===== config.mk =====
export PLATFORM = sky130hd
export DESIGN_NAME = clf_div
export DESIGN_NICKNAME = d
export VERILOG_FILES = /design/src/design/clf_pkg.sv /design/src/design/clf_div.sv
export SDC_FILE = /design/constraint.sdc
export NUM_CORES = 2
export LEC_CHECK = 0
export BUFFER_PORTS_ARGS = -buffer_cell sky130_fd_sc_hd__buf_2
export CAP_MARGIN = 20
export CORE_ASPECT_RATIO = 1.25
export CORE_UTILIZATION = 35
export CTS_CLUSTER_DIAMETER = 100
export DETAILED_ROUTE_END_ITERATION = 16
export GPL_TIMING_DRIVEN = 1
export PLACE_DENSITY_LB_ADDON = 0.08
export RECOVER_POWER = 100
export SYNTH_ARGS = -nofsm -noshare
export SYNTH_HDL_FRONTEND = slang
export SYNTH_SLANG_ARGS = --single-unit

===== constraint.sdc =====
create_clock -name clk -period 8.5 [get_ports clk]
set_clock_uncertainty 0.15 [all_clocks]
set_input_delay 1.7 -clock clk [delete_from_list [all_inputs] [get_ports clk]]
set_output_delay 1.7 -clock clk [all_outputs]
set_load 0.005 [all_outputs]

===== src/design/clf_pkg.sv =====
// ---------------------------------------------------------------------------
// clf_pkg
// Shared types, constants and register codes of the clip fade / crossfade
// gain block.
// ---------------------------------------------------------------------------
`default_nettype none

package clf_pkg;

	localparam int SAMPLE_BITS     = 24;
	localparam int GAIN_BITS       = 20;
	localparam int GAIN_FRAC_BITS  = 16;
	localparam int TRIG_FRAC       = 16;
	localparam int OFFSET_BITS     = 32;
	localparam int SINE_DEPTH_DEF  = 1024;

	localparam int CFG_IDX_BITS    = 3;
	localparam int CFG_DATA_BITS   = 32;

	localparam int DIV_QBITS       = 17;
	localparam int DIV_IN_W        = OFFSET_BITS + DIV_QBITS;

	// input regs, front end (3, the last loads the dividers), divider steps, gain (2),
	// lane (3), output
	localparam int CLF_LATENCY     = 1 + 3 + DIV_QBITS + 2 + 3 + 1;

	localparam int Q30_BITS        = 30;
	localparam logic [63:0] HALF_PI_Q30 = 64'd1686629713;
	localparam logic [7:0] TAYLOR_DIV [0:6] = '{8'd6, 8'd20, 8'd42, 8'd72,
		8'd110, 8'd156, 8'd210};

	localparam logic [GAIN_BITS-1:0] GAIN_UNITY = GAIN_BITS'(65536);

	typedef enum logic [CFG_IDX_BITS-1:0] {
		REG_CLIP_GAIN,
		REG_CLIP_LENGTH,
		REG_FADE_IN,
		REG_FADE_OUT,
		REG_XFADE_START,
		REG_INCOMING_GAIN,
		REG_XFADE_ENABLE
	} clf_reg_t;

	typedef struct packed {
		logic        [OFFSET_BITS-1:0] frame_offset;
		logic signed [SAMPLE_BITS-1:0] a_left;
		logic signed [SAMPLE_BITS-1:0] a_right;
		logic signed [SAMPLE_BITS-1:0] b_left;
		logic signed [SAMPLE_BITS-1:0] b_right;
	} clf_in_t;

	typedef struct packed {
		logic signed [SAMPLE_BITS-1:0] left_out;
		logic signed [SAMPLE_BITS-1:0] right_out;
	} clf_out_t;

	typedef struct packed {
		logic                          fi_act;
		logic                          fo_act;
		logic                          xf_zero;
		logic                          xf_full;
		logic signed [SAMPLE_BITS-1:0] a_left;
		logic signed [SAMPLE_BITS-1:0] a_right;
		logic signed [SAMPLE_BITS-1:0] b_left;
		logic signed [SAMPLE_BITS-1:0] b_right;
	} clf_side_t;

endpackage

`default_nettype wire


===== src/design/clf_div.sv =====
// ---------------------------------------------------------------------------
// clf_div
// Pipelined restoring divider, one quotient bit per stage. The quotient is
// known to fit DIV_QBITS bits, so the partial remainder stays below the
// divisor and fits the divisor width.
// ---------------------------------------------------------------------------
`default_nettype none

module clf_div import clf_pkg::*; (
	input  wire logic                   clk,
	input  wire logic [DIV_IN_W-1:0]    dividend,
	input  wire logic [OFFSET_BITS-1:0] divisor,
	output logic      [DIV_QBITS-1:0]   quotient
);

	logic [OFFSET_BITS-1:0] rem_s [0:DIV_QBITS-1];
	logic [DIV_QBITS-1:0]   lq_s  [0:DIV_QBITS];

	assign rem_s[0] = dividend[DIV_IN_W-1:DIV_QBITS];
	assign lq_s[0]  = dividend[DIV_QBITS-1:0];

	for (genvar i = 0; i < DIV_QBITS; i++) begin : g_step
		logic [OFFSET_BITS:0] trial;
		logic [OFFSET_BITS:0] diff;
		logic                 fits;

		assign trial = {rem_s[i], lq_s[i][DIV_QBITS-1]};
		assign diff  = trial - {1'b0, divisor};
		assign fits  = trial >= {1'b0, divisor};

		always_ff @(posedge clk) begin
			lq_s[i+1] <= {lq_s[i][DIV_QBITS-2:0], fits};
		end

		if (i < DIV_QBITS - 1) begin : g_rem
			always_ff @(posedge clk) begin
				rem_s[i+1] <= fits ? diff[OFFSET_BITS-1:0] : trial[OFFSET_BITS-1:0];
			end
		end
	end

	assign quotient = lq_s[DIV_QBITS];

endmodule

`default_nettype wire


# After elaboration in Yosys (flattened, before gate mapping)
# Cells that the tools add are included.
# op_classes
addsub,16
n_lt_le_gt_ge,17
n_mux,16
# op_table
operator,count
$ge A33 B32 Y1,17
$mux W32,16
$sub A32 B32 Y32,16
# totals
regBits,801
input_bits,82
output_inout_bits,17
wordCells,82

# Depth between registers and ports, before layout
# depth
depth_word,2
depth_mapped,16
mapped_depth_nobuf,14

# Least setup slack after synthesis
# Ideal clock, no wire load.
# synth_path
path_kind,in2reg
start,input port divisor[20]
end,register rem_s (netlist bit g_step[1].trial[18])
setup_time_ps,121
arrival_time_ps,4871
required_time_ps,8229
slack_ps,3358
path_stages,12
n_path_buf,0
cell_sequence,inv_1 -> ha_1 -> a21oi_1 -> o21bai_1 -> a21o_1 -> o211ai_1 -> nand2_1 -> a221o_1 -> or4_1 -> a311o_1 -> a41oi_4 -> mux2_4
# synth_via
elab_chain_cells,2
# synth_rtl
element,line,source
from (decl),clf_div.sv:12,"input wire logic [OFFSET_BITS-1:0] divisor,"
$ge A33 B32 Y1,clf_div.sv:29,"assign fits = trial >= {1'b0, divisor};"
$mux W32,clf_div.sv:37,rem_s[i+1] <= fits ? diff[OFFSET_BITS-1:0] : trial[OFFSET_BITS-1:0];
"to (signal, indexed assignment)",clf_div.sv:37,
to (decl),clf_div.sv:16,logic [OFFSET_BITS-1:0] rem_s [0:DIV_QBITS-1];
# No other way between the ends.

# Final worst setup path
# layout_path
start,input port divisor[18]
end,register rem_s (netlist bit g_step[8].trial[11])
# The elaborated chain is that of the path after synthesis.

==> run metrics <==
Int Power=0.0142 W; setup TNS=0 ns; Logic pwr share=0.556; clock root buffer=clkbuf_16; chip height=417 um; Area Overhead vs Synth=11.2%; Clock Sinks=approximately 800; Net Sw Power=~0.011 W; layout cells sized above 1=0.0869; startpoint types=input pin; DR vias=approximately 39000; CTS H-tree lvls=3; worst reg2reg startpoint=g_step[14].trial[7]$_DFF_P_; Flop pwr share=0.269; RSZ-0062 raised after global routing=false; first-pass GRT wire length=229000 um; Nets=6175; Multi-input gate area=around 30000 um2; Max Fclk=143 MHz; synth warn=0; Die Area=140000 um2; core area=137000 um2; Worst Hold End=lq_s[52]$_DFF_P_; Max transition margin=-0.370; Post-synth EDFFs=0; Arr. time, crit path=7.45 ns; sequential share of the synthesized area=0.332; cell area after layout=53800 um2; dpl cells=~7300; endpoints failing hold=0; WL/cell=20.2 um; Setup Crit Path Kind=input pin to flop; clk_lat worst skew=0.74 ns; GPL Wtd Cong=approximately 0.87; Least-Margin Pin Slew=roughly 2.0 ns; Worst VDD drop=0.195 mV; post-cts hold buffer count=0; register area=between 15000 and 20000 um2; Avg Inst Size Synth=8.83 um2; max-slew violations=247; CP Launch Point=divisor[18]; final wirelength=between 150000 and 200000 um; Sw Share=0.426; crit path max fanout=40; hold wc startpoint=lq_s[68]$_DFF_P_; ys flop type=dfxtp_1; setup bufs post-CTS=0; post-CTS sizing=0; Post-DRT Antenna Nets=0; total global routing overflow=0; largest net degree at the start of global routing=56; Total Routing Usage GR=0.212; Detailed Route Iter0 Violations=2186; TritonCTS Buffers=between 90 and 100; Post-route DRC=0; Die Width=about 330 um; synthesized net count=~6000; final setup vio count=0; Clk pwr share=0.175; outcome=finished, violations left; pwr dens=460 nW/um2; initial antenna violation count=3; Reg clk slew, reported paths=around 0.07 ns; worst reg2reg endpoint=g_step[15].trial[1]$_DFF_P_; Final Util=0.392; Final min period=7.00 ns; post-DR vias/cell=5.25; flop and latch count out of synthesis=801; initial core utilization=0.353; Post-synth ARST share=0; Synth Instances=5476; failing checks=max-capacitance violations, max-slew violations; Final Cycle Share=0.823; path depth of the worst reg2reg path=13; placed standard-cell area=approximately 50000 um2; number of max-cap violations=6; CP endpoint kind=flop; vias in the first global route=38700; fill count=14000; LEAKAGE=approximately 24 nW; Post-Syn Area=around 48000 um2; Crit path required time=8.95 ns; IO Port Bufs=98; I/O pin cnt=99; post-synthesis cell type count=93; worst hold path stage count=0; Initial DRT Pass Iterations=5; num rows=152; Final Non-Filler Cells=7463; CTS tree=yes; clock buffer depth=3; Post-DP HPWL=114000 um; Reg2Reg Setup Slack=~3.2 ns; Hold/Removal Path Class=flop to flop
how the worst max path moves through the flow:
stage          slack, ns  depth (start not counted)                     endpoint
2_1_floorplan       3.36                         12  g_step[1].trial[18]$_DFF_P_
3_5_place_dp        1.88                         14  g_step[5].trial[18]$_DFF_P_
3_3_place_gp        1.99                         11   g_step[9].trial[5]$_DFF_P_
6_report            1.50                         15  g_step[8].trial[11]$_DFF_P_
5_1_grt             1.14                         15   g_step[2].trial[4]$_DFF_P_
4_1_cts             2.66                         14  g_step[5].trial[17]$_DFF_P_
cell usage in the layout (no fill, tap or decap), types with 189 or more instances in the layout:
| master | instances |
|---|---|
| a21o_1 | 290 |
| a21oi_1 | 557 |
| dfxtp_1 | 801 |
| ha_1 | 544 |
| inv_1 | 189 |
| nand2_1 | 453 |
| nor2_1 | 320 |
| o21ai_0 | 446 |
| xnor2_1 | 257 |
| xor2_1 | 193 |
stage by stage:
step / hold slack, ns / worst slack (ns) / total power [W]
final: 0.162 / 1.50 / 0.0247
after global routing: 0.175 / 1.14 / 0.0269
after CTS: 0.166 / 2.66 / 0.0252
after detailed placement: 0.162 / 1.88 / 0.0206
after global placement: 0.160 / 1.99 / 0.0207
after floorplan: 0.160 / 3.36 / 0.0172
registers in the layout (all words and copies together) (netlist names):
| register | cells |
|---|---|
| g_step.trial | 528 |
| lq_s | 256 |
| quotient | 17 |
cell type report:
class,count,share of cell area
antenna,2,0.0000931
clock buffer,119,0.0485
clock inverter,57,0.0133
inverter,189,0.0132
multi-input combinational,4292,0.567
sequential,801,0.298
tap,1848,0.0430
timing repair buffer,155,0.0165
power groups by stage:
stage               combinational, W  sequential, W  clock, W
floorplan                     0.0111        0.00611         0
global placement              0.0139        0.00682         0
detailed placement            0.0139        0.00676         0
CTS                           0.0140        0.00671   0.00450
global route                  0.0154        0.00681   0.00463
finish                        0.0138        0.00665   0.00434
worst max-delay path, stage by stage:
cell and delay, ns:
buf_2 0.10, inv_1 0.68, clkbuf_1 0.99, ha_1 0.47, a21o_1 0.21, a21o_1 0.18
a21oi_1 0.16, o21ai_0 0.12, a21o_1 0.19, a21oi_1 0.13, o21a_1 0.21, o21ai_1 0.13
a21oi_1 1.21, buf_4 0.56, mux2_2 0.38
layer usage:
layer	routed length (um)	global-route usage	vias up
met5	0	0	-
met2	74800	0.383	629
met3	4930	0.0232	210
met4	4560	0.0735	0
met1	66200	0.259	18400
li1	-	-	19900
cell usage after synthesis (all sizes together) (18+ instances only):
| master | instances | area, um2 |
|---|---|---|
| dfxtp | 801 | 16000 |
| a21oi | 558 | 2800 |
| ha | 544 | 6810 |
| o21ai | 454 | 2280 |
| nand2 | 453 | 1700 |
| nor2 | 320 | 1200 |
| a21o | 293 | 2200 |
| xnor2 | 257 | 2250 |
| xor2 | 193 | 1690 |
| inv | 189 | 709 |
| mux2 | 186 | 2200 |
| clkbuf | 134 | 503 |
| nand4 | 98 | 613 |
| nand3 | 92 | 460 |
| nor2b | 84 | 526 |
| o21bai | 73 | 548 |
| and3 | 62 | 388 |
| buf | 57 | 408 |
| nand2b | 57 | 357 |
| o21a | 57 | 428 |
| a31oi | 51 | 334 |
| nor3 | 50 | 250 |
| a211oi | 37 | 278 |
| o31ai | 31 | 233 |
| and2 | 30 | 189 |
| o211ai | 23 | 173 |
| a21boi | 19 | 143 |
| a221oi | 18 | 164 |
logic make-up (layout without fill, tap and decap cells):
family,Yosys count,after routing,synth area share
AOI/OAI and AO/OA,1747,1747,0.224
and+or+nand+nor,1332,1332,0.131
DFF,801,801,0.332
adders and majority gates,560,560,0.147
xor gates and xnor gates,450,450,0.0815
buffers and inverters,383,520,0.0355
muxes,203,203,0.0490
other,0,2,0
Power figures use the tool's default switching activity.
