[src/design/clf_pkg.sv]
// ---------------------------------------------------------------------------
// clf_pkg
// Shared types, constants and register codes of the clip fade / crossfade
// gain block.
// ---------------------------------------------------------------------------
`default_nettype none

package clf_pkg;

	localparam int SAMPLE_BITS     = 24;
	localparam int GAIN_BITS       = 20;
	localparam int GAIN_FRAC_BITS  = 16;
	localparam int TRIG_FRAC       = 16;
	localparam int OFFSET_BITS     = 32;
	localparam int SINE_DEPTH_DEF  = 1024;

	localparam int CFG_IDX_BITS    = 3;
	localparam int CFG_DATA_BITS   = 32;

	localparam int DIV_QBITS       = 17;
	localparam int DIV_IN_W        = OFFSET_BITS + DIV_QBITS;

	// input regs, front end (3, the last loads the dividers), divider steps, gain (2),
	// lane (3), output
	localparam int CLF_LATENCY     = 1 + 3 + DIV_QBITS + 2 + 3 + 1;

	localparam int Q30_BITS        = 30;
	localparam logic [63:0] HALF_PI_Q30 = 64'd1686629713;
	localparam logic [7:0] TAYLOR_DIV [0:6] = '{8'd6, 8'd20, 8'd42, 8'd72,
		8'd110, 8'd156, 8'd210};

	localparam logic [GAIN_BITS-1:0] GAIN_UNITY = GAIN_BITS'(65536);

	typedef enum logic [CFG_IDX_BITS-1:0] {
		REG_CLIP_GAIN,
		REG_CLIP_LENGTH,
		REG_FADE_IN,
		REG_FADE_OUT,
		REG_XFADE_START,
		REG_INCOMING_GAIN,
		REG_XFADE_ENABLE
	} clf_reg_t;

	typedef struct packed {
		logic        [OFFSET_BITS-1:0] frame_offset;
		logic signed [SAMPLE_BITS-1:0] a_left;
		logic signed [SAMPLE_BITS-1:0] a_right;
		logic signed [SAMPLE_BITS-1:0] b_left;
		logic signed [SAMPLE_BITS-1:0] b_right;
	} clf_in_t;

	typedef struct packed {
		logic signed [SAMPLE_BITS-1:0] left_out;
		logic signed [SAMPLE_BITS-1:0] right_out;
	} clf_out_t;

	typedef struct packed {
		logic                          fi_act;
		logic                          fo_act;
		logic                          xf_zero;
		logic                          xf_full;
		logic signed [SAMPLE_BITS-1:0] a_left;
		logic signed [SAMPLE_BITS-1:0] a_right;
		logic signed [SAMPLE_BITS-1:0] b_left;
		logic signed [SAMPLE_BITS-1:0] b_right;
	} clf_side_t;

endpackage

`default_nettype wire

[src/design/clf_lane.sv]
// ---------------------------------------------------------------------------
// clf_lane
// One channel lane: weighted sum of the two samples, round to nearest with
// ties away from zero, saturate to the sample range.
// ---------------------------------------------------------------------------
`default_nettype none

module clf_lane import clf_pkg::*; (
	input  wire logic                          clk,
	input  wire logic signed [SAMPLE_BITS-1:0] a,
	input  wire logic signed [SAMPLE_BITS-1:0] b,
	input  wire logic        [GAIN_BITS-1:0]   gain_a,
	input  wire logic        [GAIN_BITS-1:0]   gain_b,
	output logic signed      [SAMPLE_BITS-1:0] sample
);

	localparam int PROD_W = SAMPLE_BITS + GAIN_BITS + 1;
	localparam int SUM_W  = PROD_W + 1;
	localparam int RND_W  = SUM_W - GAIN_FRAC_BITS;
	localparam logic [SUM_W-1:0] RND_HALF = SUM_W'(1) << (GAIN_FRAC_BITS - 1);
	localparam logic signed [RND_W-1:0] SAT_HI = RND_W'((1 << (SAMPLE_BITS - 1)) - 1);
	localparam logic signed [RND_W-1:0] SAT_LO = ~SAT_HI;

	logic signed [GAIN_BITS:0]   ga_sx;
	logic signed [GAIN_BITS:0]   gb_sx;
	logic signed [PROD_W-1:0]    pa_s24;
	logic signed [PROD_W-1:0]    pb_s24;
	logic signed [SUM_W-1:0]     sum_s25;
	logic        [SUM_W-1:0]     rnd_full;
	logic signed [RND_W-1:0]     rnd_s26;

	assign ga_sx = {1'b0, gain_a};
	assign gb_sx = {1'b0, gain_b};

	always_ff @(posedge clk) begin
		pa_s24 <= PROD_W'(a) * PROD_W'(ga_sx);
		pb_s24 <= PROD_W'(b) * PROD_W'(gb_sx);
	end

	always_ff @(posedge clk) begin
		sum_s25 <= SUM_W'(pa_s24) + SUM_W'(pb_s24);
	end

	assign rnd_full = $unsigned(sum_s25) + RND_HALF - SUM_W'(sum_s25[SUM_W-1]);

	always_ff @(posedge clk) begin
		rnd_s26 <= $signed(rnd_full[SUM_W-1:GAIN_FRAC_BITS]);
	end

	always_comb begin
		if (rnd_s26 > SAT_HI) begin
			sample = SAT_HI[SAMPLE_BITS-1:0];
		end else if (rnd_s26 < SAT_LO) begin
			sample = SAT_LO[SAMPLE_BITS-1:0];
		end else begin
			sample = rnd_s26[SAMPLE_BITS-1:0];
		end
	end

endmodule

`default_nettype wire

[config.mk]
export PLATFORM = sky130hd
export DESIGN_NAME = clf_lane
export DESIGN_NICKNAME = d
export VERILOG_FILES = /design/src/design/clf_pkg.sv /design/src/design/clf_lane.sv
export SDC_FILE = /design/constraint.sdc
export NUM_CORES = 2
export LEC_CHECK = 0
export BUFFER_PORTS_ARGS = -buffer_cell sky130_fd_sc_hd__buf_2
export CAP_MARGIN = 0
export CELL_PAD_IN_SITES_DETAIL_PLACEMENT = 0
export CELL_PAD_IN_SITES_GLOBAL_PLACEMENT = 1
export CORE_MARGIN = 2
export CORE_UTILIZATION = 52
export CTS_CLUSTER_DIAMETER = 40
export DETAILED_ROUTE_END_ITERATION = 8
export PLACE_DENSITY = 0.87
export SLEW_MARGIN = 0
export SYNTH_ARGS = -nofsm -noshare
export SYNTH_HDL_FRONTEND = slang
export SYNTH_SLANG_ARGS = --single-unit
[constraint.sdc]
create_clock -name clk -period 8.05 [get_ports clk]
set_input_delay 0.4025 -clock clk [delete_from_list [all_inputs] [get_ports clk]]
set_output_delay 0.4025 -clock clk [all_outputs]
set_load 0.02 [all_outputs]
**Word-level counts from Yosys, hierarchy flattened**

Index checks and enable logic that the tools add are counted.

- Flip-flop bits (word level): 166
- Input bits: 89
- Output and inout port bits: 24

- $add $sub $neg: 3
- Multipliers: 2
- Magnitude comparators: 2
- Muxes and demuxes: 2

Operators with widths:

| operator | count |
|---|---|
| $mul A24 B21 Y45 | 2 |
| $mux W24 | 2 |
| $add A45 B45 Y46 | 1 |
| $add A46 B16 Y46 const B | 1 |
| $sub A46 B1 Y46 | 1 |
| $gt A30 B24 Y1 const B | 1 |
| $lt A30 B24 Y1 const B | 1 |

**Longest topological paths before layout**

- Depth after elaboration: 3
- Gate-level depth with buffers: 28
- Depth with buffers taken out: 26

**Worst setup path before layout**

No wires, ideal clock.

- Path kind: input to register
- Start point: input port gain_a[3]
- End point: register pa_s24[42]
- Library setup time: 0.119 ns
- Arrival time: 6.692 ns
- Data required time: 7.931 ns
- Slack: 1.239 ns
- Stages: 24
- Buffers on the path: 1
- Cells stage by stage: clkbuf_1 -> and2_1 -> fa_1 -> fa_1 -> inv_1 -> fa_1 -> inv_1 -> fa_1 -> inv_1 -> fa_1 -> inv_1 -> fa_1 -> fa_1 -> ha_1 -> nand4_1 -> a211oi_2 -> a211oi_1 -> o41ai_2 -> a31oi_1 -> o21a_1 -> o31a_1 -> o21ai_2 -> a31oi_1 -> xnor2_1

- Word-level cells in the longest chain between the ends: 1

Ends and longest elaborated chain:

| item | RTL line | source |
|---|---|---|
| from (decl) | clf_lane.sv:12 | `input wire logic [GAIN_BITS-1:0] gain_a,` |
| $mul A24 B21 Y45 | clf_lane.sv:36 | `pa_s24 <= PROD_W'(a) * PROD_W'(ga_sx);` |
| to (signal assigned) | clf_lane.sv:36 |  |
| to (decl) | clf_lane.sv:26 | `logic signed [PROD_W-1:0] pa_s24;` |

No other way between the ends.

**Worst setup path after layout**

- Start point: input port gain_a[4]
- End point: register pa_s24[42]

The elaborated chain is that of the path after synthesis.

==> summary.txt <==
Outcome: finished clean
First-pass GRT wire length: 164000 um
Worst EP arrival: 7510 ps
Reg2Reg Capture Point: rnd_s26[17]
DR DRC count: 0
Worst-case clock buffer depth: 2
Layout cells sized above 1: 3.64%
Fill count: 7347
Worst EP required: 8370 ps
Die area: 84700 um^2
Yosys reg bits: 166
Post-synth top area cell: fa_1
Worst Max-Slew Pin Slew: 1230 ps
Commonest non-fill, non-tap cells in the layout: inv_1 (1007), fa_1 (983), and2_1 (607)
Cell variety after synth: 56
Hold Path Cell Cnt: 2
Most frequent CP cell: fa_1
Pin count of the biggest net entering global routing: 25
# setup viols final: 0
CTS tree: done
Avg Vias per Cell: 5.27
Post-DR wirelength/cell: 16.9 um
Slowest-stage cell, CP: o41ai_2
Setup Crit Path Kind: primary input to register
I/O Buffers: 112
Antenna Nets Post-Route: 0
Commonest non-fill, non-tap cell in the layout: inv_1
Reg2reg start: sum_s25[4]
Setup crit end kind: register
Die H: 291 um
Layout Area Growth over Synthesis: 4.26%
RePlAce Congestion: 0.880
Crit-path max FO: 24
Ys async rst share: 0%
Setup bufs post-CTS: 0
Initial core utilization: 52.4%
Crit path max-delay family: adder cells
Vias: 29674
Die width: 291 um
Pre-antenna DRT Iters: 6
Synth Flop Type: dfxtp_1
Synth Instances: 4597
Period utilization: 89.3%
Grt ovf: 0
Yosys top cell area share: 45.9%
Post-synth EDFFs: 0
Slew headroom: 17.8%
Max-Cap Viols: 0
YS warnings: 0
Hold Startpoint: a[0]
RSZ-0062 raised after global routing: no
Number of CTS-inserted buffers: 17
Slowest stage delay, CP: 550 ps
GRT Total Usage: 24.0%
CTS sink count: 166
Final hold violation count: 0
Ports: 113
Crit-path cells: buf_2, and2_1, fa_1, fa_1, inv_1, fa_1, inv_1, fa_1, inv_1, fa_1, inv_1, fa_1, fa_1, ha_1, nand4_1, a211oi_2, a211oi_1, o41ai_2, a31oi_1, o21a_1, o31a_1, o21ai_2, a31oi_1, xnor2_1
Cts repair resizes: 0
Peak Freq: 139 MHz
R2R Setup Slk: 4340 ps
CP bufs+invs: 5
Worst hold path class: primary input to register
Syn Area/Cell: 9.32 um^2
Clock slew at reported path FFs: 70 ps
Layout Skew: 14.6 ps
Nets: 5941
FF-to-FF path depth: 12
CORE AREA: 81800 um^2
Setup TNS: 0 ps
Htree depth: 4
Post-CTS Hold Buffers: 0
Detailed-route wire length: 95100 um
Antenna violations before repair: 2
Vias in the first global route: 32695
Root buf cell: clkbuf_16
Worst Hold End: pa_s24[0]
Post-synthesis sequential area ratio: 7.75%
Startpoint Class: primary input
DP HPWL: 80300 um
Number of DRC markers in iteration 0: 1597
Max Slew Vio Count: 0
Rows: 105
Net Count, Synth: 5996
Top post-synthesis cells by area: fa_1 (46%), ha_1 (9.5%), and2_1 (8.9%)
Clk Latency, worst-skew pair: 430 ps
Post-layout minimum cycle time: 7190 ps
Netlist Area Pre-Place: 42900 um^2
-- Yosys cell counts, drive strengths merged, types with 6 or more instances --
master  count
inv      1007
fa        983
and2      607
nand2     431
ha        327
clkbuf    192
dfxtp     166
a21oi     143
xnor2     117
a21o       99
o21ai      86
nor2       72
xor2       53
o21a       47
nand3      39
o21bai     25
nand2b     23
a211oi     20
nand4      17
nor2b      16
nor3       14
a31oi      13
a21boi     11
o211ai     11
and3       10
o31ai       6
-- sequential cells by signal, summed over array words and instances (netlist names) --
register	count
pa_s24	45
rnd_s26	30
sum_s25	46
pb_s24	45
-- through the flow --
step / instances / worst slack [ps] / util, % / area [um^2] / hold WS, ps
after floorplan: 4597 / 1240 / - / 42900 / 420
after global placement: 5593 / 496 / 53.9 / 44100 / 467
after detailed placement: 5593 / 454 / 53.9 / 44100 / 472
after CTS: 5625 / 879 / 54.6 / 44700 / 437
after global routing: 5625 / 504 / 54.6 / 44700 / 453
final: 5626 / 865 / 54.6 / 44700 / 455
-- per-layer routing --
layer	GRT usage, %	up-vias	share of wire [%]
met4	6.31	0	2.7
met2	42.1	669	51
met5	0	-	0
li1	-	13644	-
met1	31.5	15197	41
met3	3.00	164	4.7
-- how the worst max path moves through the flow --
stage / from / end / slack, ps / cells past startpoint
finish: gain_a[4] / pa_s24[42] / 860 / 24
floorplan: gain_a[3] / pa_s24[42] / 1240 / 24
global placement: gain_a[4] / pa_s24[42] / 500 / 24
CTS: gain_a[4] / pa_s24[42] / 880 / 24
global route: gain_a[4] / pa_s24[42] / 500 / 24
detailed placement: gain_a[4] / pa_s24[42] / 450 / 24
-- cell type report --
cell class	count	area, um^2	share of cell area [%]
clock buffers	18	429	0.960
diodes	1	2.50	0.00560
clock inverters	14	164	0.367
inverters	1007	3780	8.46
multi-input cells	3232	35000	78.4
well taps	1070	1340	3.00
repair buffers	118	606	1.36
flip-flops and latches	166	3320	7.44
-- kinds of logic (layout without fill, tap and decap cells) --
logic type,after synthesis,count (layout),share of synthesized area (%)
fa+ha+maj,1310,1310,55.5
simple gates,1243,1243,15.1
buf+inv,1199,1157,10.5
compound gates,509,509,7.75
xor+xnor,170,170,3.47
flops,166,166,7.75
other cells,0,1,0
Power is left out: the tool's default activity adds up to more than one toggle a clock period on the data nets, which glitch-free logic cannot reach.
